$ cat src/rtl/fifo_recent_distinct_set_macros.svh
// Assertion macros for the recent distinct-value set.
// Used by fifo_recent_distinct_set.sv; expects aclk and aresetn in scope.
`ifndef FIFO_RECENT_DISTINCT_SET_MACROS_SVH
`define FIFO_RECENT_DISTINCT_SET_MACROS_SVH

`ifndef SYNTH
// Same-cycle implication, disabled while in reset
`define FRDS_ASSERT_IMP(lbl, a, b) \
    lbl: assert property (@(posedge aclk) disable iff (!aresetn) (a) |-> (b)) \
        else $error("frds: same-cycle check failed");
// Next-cycle implication, disabled while in reset
`define FRDS_ASSERT_NXT(lbl, a, b) \
    lbl: assert property (@(posedge aclk) disable iff (!aresetn) (a) |=> (b)) \
        else $error("frds: next-cycle check failed");
`else
`define FRDS_ASSERT_IMP(lbl, a, b)
`define FRDS_ASSERT_NXT(lbl, a, b)
`endif

`endif

$ cat src/rtl/frds_pkg.sv
// Shared constants and types for the recent distinct-value set.
// No dependencies; imported by every module of the block.
`default_nettype none

package frds_pkg;

    localparam int DEPTH       = 256;
    localparam int VALUE_WIDTH = 32;

    // Fixed field widths on the ports
    localparam int DATA_W = 32;
    localparam int POS_W  = 8;
    localparam int CAP_W  = 9;
    localparam int OCC_W  = 9;

    localparam int CNT_W  = $clog2(DEPTH + 1);
    localparam int CMP_W0 = (CNT_W > CAP_W) ? CNT_W : CAP_W;
    localparam int CMP_W  = (CMP_W0 > POS_W) ? CMP_W0 : POS_W;

    // Two-level OR tree over the cells
    localparam int GROUP   = 16;
    localparam int NGROUPS = (DEPTH + GROUP - 1) / GROUP;

    localparam int S_RAW_W  = DATA_W + POS_W;
    localparam int S_DATA_W = ((S_RAW_W + 7) / 8) * 8;
    localparam int M_RAW_W  = 1 + OCC_W + 1 + DATA_W + 1 + DATA_W;
    localparam int M_DATA_W = ((M_RAW_W + 7) / 8) * 8;

    localparam logic REQ_OFFER = 1'b0;
    localparam logic REQ_READ  = 1'b1;

    typedef logic [VALUE_WIDTH-1:0] value_t;
    typedef logic [CMP_W-1:0]       cmpw_t;

    typedef struct packed {
        value_t key;
        cmpw_t  sel;
        cmpw_t  count;
        logic   shift;
    } cell_ctrl_t;

endpackage

`default_nettype wire

$ cat src/rtl/frds_cell.sv
// One storage cell of the chain: holds a value, compares it to the key,
// and picks it out when its position is selected. Depends on frds_pkg.
`default_nettype none

module frds_cell (
    input  logic                   aclk,
    input  frds_pkg::cmpw_t        cell_idx,
    input  frds_pkg::cell_ctrl_t   ctrl,
    input  frds_pkg::value_t       prev_value,
    output frds_pkg::value_t       value_out,
    output logic                   hit_out,
    output frds_pkg::value_t       pick_out
);
    import frds_pkg::*;

    value_t value_reg;
    logic   hit_reg;
    value_t pick_reg;

    always_ff @(posedge aclk) begin
        // advance the chain by one place on a miss
        if (ctrl.shift) begin
            value_reg <= prev_value;
        end
        hit_reg  <= (cell_idx < ctrl.count) && (value_reg == ctrl.key);
        pick_reg <= (cell_idx == ctrl.sel) ? value_reg : '0;
    end

    assign value_out = value_reg;
    assign hit_out   = hit_reg;
    assign pick_out  = pick_reg;

endmodule

`default_nettype wire

$ cat config.mk
export PLATFORM = sky130hd
export DESIGN_NAME = frds_cell
export DESIGN_NICKNAME = d
export VERILOG_FILES = /design/src/rtl/fifo_recent_distinct_set_macros.svh /design/src/rtl/frds_pkg.sv /design/src/rtl/frds_cell.sv
export SDC_FILE = /design/constraint.sdc
export NUM_CORES = 1
export LEC_CHECK = 0
export BUFFER_PORTS_ARGS = -buffer_cell sky130_fd_sc_hd__buf_2
export CORE_AREA = 4 4 83 85
export CTS_BUF_LIST = sky130_fd_sc_hd__clkbuf_16
export DETAILED_ROUTE_END_ITERATION = 7
export DIE_AREA = 0 0 87 89
export GPL_TIMING_DRIVEN = 1
export PLACE_DENSITY = 0.79
export SLEW_MARGIN = 10
export SYNTH_ARGS = -nofsm -noshare
export SYNTH_HDL_FRONTEND = slang
export SYNTH_SLANG_ARGS = --single-unit
$ cat constraint.sdc
create_clock -name aclk -period 1.87 [get_ports aclk]
set_clock_uncertainty 0.1 [all_clocks]
set_input_delay 0.187 -clock aclk [delete_from_list [all_inputs] [get_ports aclk]]
set_output_delay 0.187 -clock aclk [all_outputs]
set_load 0.005 [all_outputs]
==> impl_results.md <==
* Run status: finished clean
* Routed Wire Length at 6620 um
* Largest cells by area after synthesis: edfxtp_1 (38%), dfxtp_1 (26%), xor2_1 (11%)
* Routability cong. at 0.713
* Crit path arrival time at 1.71 ns
* Max Fclk at 0.631 GHz
* Area leader, netlist: edfxtp_1
* Largest net degree at the start of global routing at 33
* Sequential area share after synthesis at 64.5%
* Post-synth EDFFs at 32
* RSZ-0062 raised after global routing: false
* Die area at 7740 um^2
* Cts repair resizes at 0
* Yosys warning total at 0
* Via-to-Cell Ratio at 4.42
* Worst-margin pin slew at 0.424 ns
* Final Non-Filler Cells at 465
* Gr usage total at 17.0%
* CP Launch Type: flop
* Grt ovf at 0
* Fin crit share at 84.7%
* Critical path type: reg -> reg
* P&R area growth vs syn at 57.2%
* H-tree depth at 3
* Crit Path Max Fanout at 3
* Unique masters post-synth at 19
* 1st-pass router iterations at 4
* Layout cells sized above 1 at 44.3%
* Hold Path Class: in -> reg
* Syn_nets at 285
* Placed Area at 3380 um^2
* Initial Utilization at 40.5%
* Clock transition at path regs at 0.05 ns
* Ports at 158
* Fin nets at 484
* CTS Buf Count at 9
* Top post-synthesis cells by count: dfxtp_1 (33), xor2_1 (33), and2_1 (32), edfxtp_1 (32), inv_1 (9)
* DP Cell Count at 417
* CTS tree: done
* WP data required at 1.99 ns
* Yosys top cell area share at 38.2%
* Pwr/cell area at 855 nW/um^2
* Most used DFF post-synth: dfxtp_1
* Static Leak at 1.92 nW
* Drt drc at 0
* Post-synthesis cell count at 184
* Synth Area per Inst at 13.7 um^2
* Headroom to the max-slew limit at 71.7%
* Final ANT Viol Nets at 0
* Wire per inst at 14.2 um
* Initial antenna violation count at 0
* CTS sink count at 65
* Port bufs at 157
* Flops & latches, synth at 65
* Slew Viols, Final at 0
* Crit end category: flop
* Fin util at 63.7%
* Fin. Hold Viols at 0
* Clock tree buffer depth at 2
* Layout fillers at 510
* Min Hold Slack at 0.150 ns
* Design Area, Final at 3950 um^2
* Clock root buffer master: clkbuf_16
* DPL Wire Length at 4740 um
* # Post-CTS Setup Buffers at 0
* First-pass GRT wire length at 9920 um
* VDD IR-drop max at 0.000654 V
* Fin crit period at 1.58 ns
* Via count at 2,054
* Final setup violation count at 0
* # rows at 29
* Ys async rst share at 0%
* Maxcap violations at 0
* Post-Syn Area at 2510 um^2
* Setup TNS at 0 ns
* Initial DRC Count at 65
* Antenna cell count at 0
* Vias in the first global route at 2,106
* Core area at 6200 um^2
* Clk Latency, worst-skew pair at 0.32 ns
* Register-to-register setup slack at 0.29 ns
* Die span in x at 87 um
* FF/Latch Area at 1620 um^2
* Area of the multi-input gates at 826 um^2
* Die extent in y at 89 um
==> worst paths after layout <==
check | end | from | depth (start not counted)
max | hit_out | value_out[9] | 4
min | hit_out | ctrl[47] | 4
max reg2reg | hit_out | value_out[9] | 4
min reg2reg | pick_out[22] | value_out[22] | 1
==> layout by cell type, fill, tap and decap left out, drive strengths merged <==
| cell type | n |
|---|---|
| nand3 | 3 |
| nand2 | 2 |
| dlygate4sd3 | 32 |
| nor2 | 1 |
| buf | 159 |
| ha | 8 |
| nor4 | 9 |
| a21oi | 4 |
| clkbuf | 9 |
| clkinv | 5 |
| nor3 | 1 |
| and2 | 32 |
| xor2 | 33 |
| a21boi | 1 |
| dfxtp | 33 |
| nand4 | 3 |
| edfxtp | 32 |
| o31a | 1 |
| inv | 11 |
| o2111ai | 1 |
| xnor2 | 8 |
==> per-layer routing <==
metal  vias up  part of all wire [%]  global-route usage, %
li1       1024                     -                      -
met1       922                    34                   17.3
met5         -                     0                      0
met3        13                   9.8                   5.62
met4         0                   1.7                   7.93
met2        95                    55                   31.5
==> sequential cells by signal, summed over array words and instances (netlist names) <==
register	count
pick_out	32
value_out	32
hit_out	1
==> power by group <==
group          leakage, nW  internal [mW]  switching (mW)
logic                 1.21          0.216           0.152
registers            0.579           1.56          0.0456
clock network        0.136          0.867           0.535
==> per-stage QoR <==
stage	setup WS (ns)	power, mW
after floorplan	0.487	1.75
after global placement	0.231	1.94
final	0.286	3.38
after global routing	0.0563	3.56
after detailed placement	0.240	1.96
after CTS	0.227	3.41
==> worst max-delay path, stage by stage, from the launching register on <==
cell and delay (ns):
edfxtp_1 0.41, xor2_1 0.16, nor4_1 0.38, nand3_1 0.21
nor4_1 0.24
==> timing repair <==
action                     4_1_cts  5_1_grt
setup endpoints to repair        0        0
hold endpoints to repair        32        0
hold buffers                    32        0
==> cell type report <==
class | count | area share, %
flip-flops and latches | 65 | 41.0
repair buffers | 191 | 28.4
multi-input cells | 107 | 20.9
clock buffers | 9 | 5.70
well taps | 77 | 2.44
inverters | 9 | 0.854
clock inverters | 7 | 0.759
==> logic make-up after synthesis <==
group	after synthesis	synth area share [%]
flip-flops	65	64.5
AND/OR/NAND/NOR	51	12.8
XOR/XNOR	41	14.3
buffers and inverters	12	2.69
adder cells (fa/ha/maj)	8	3.98
AO/OA/AOI/OAI	7	1.79
(Power assumes the default switching activity.)
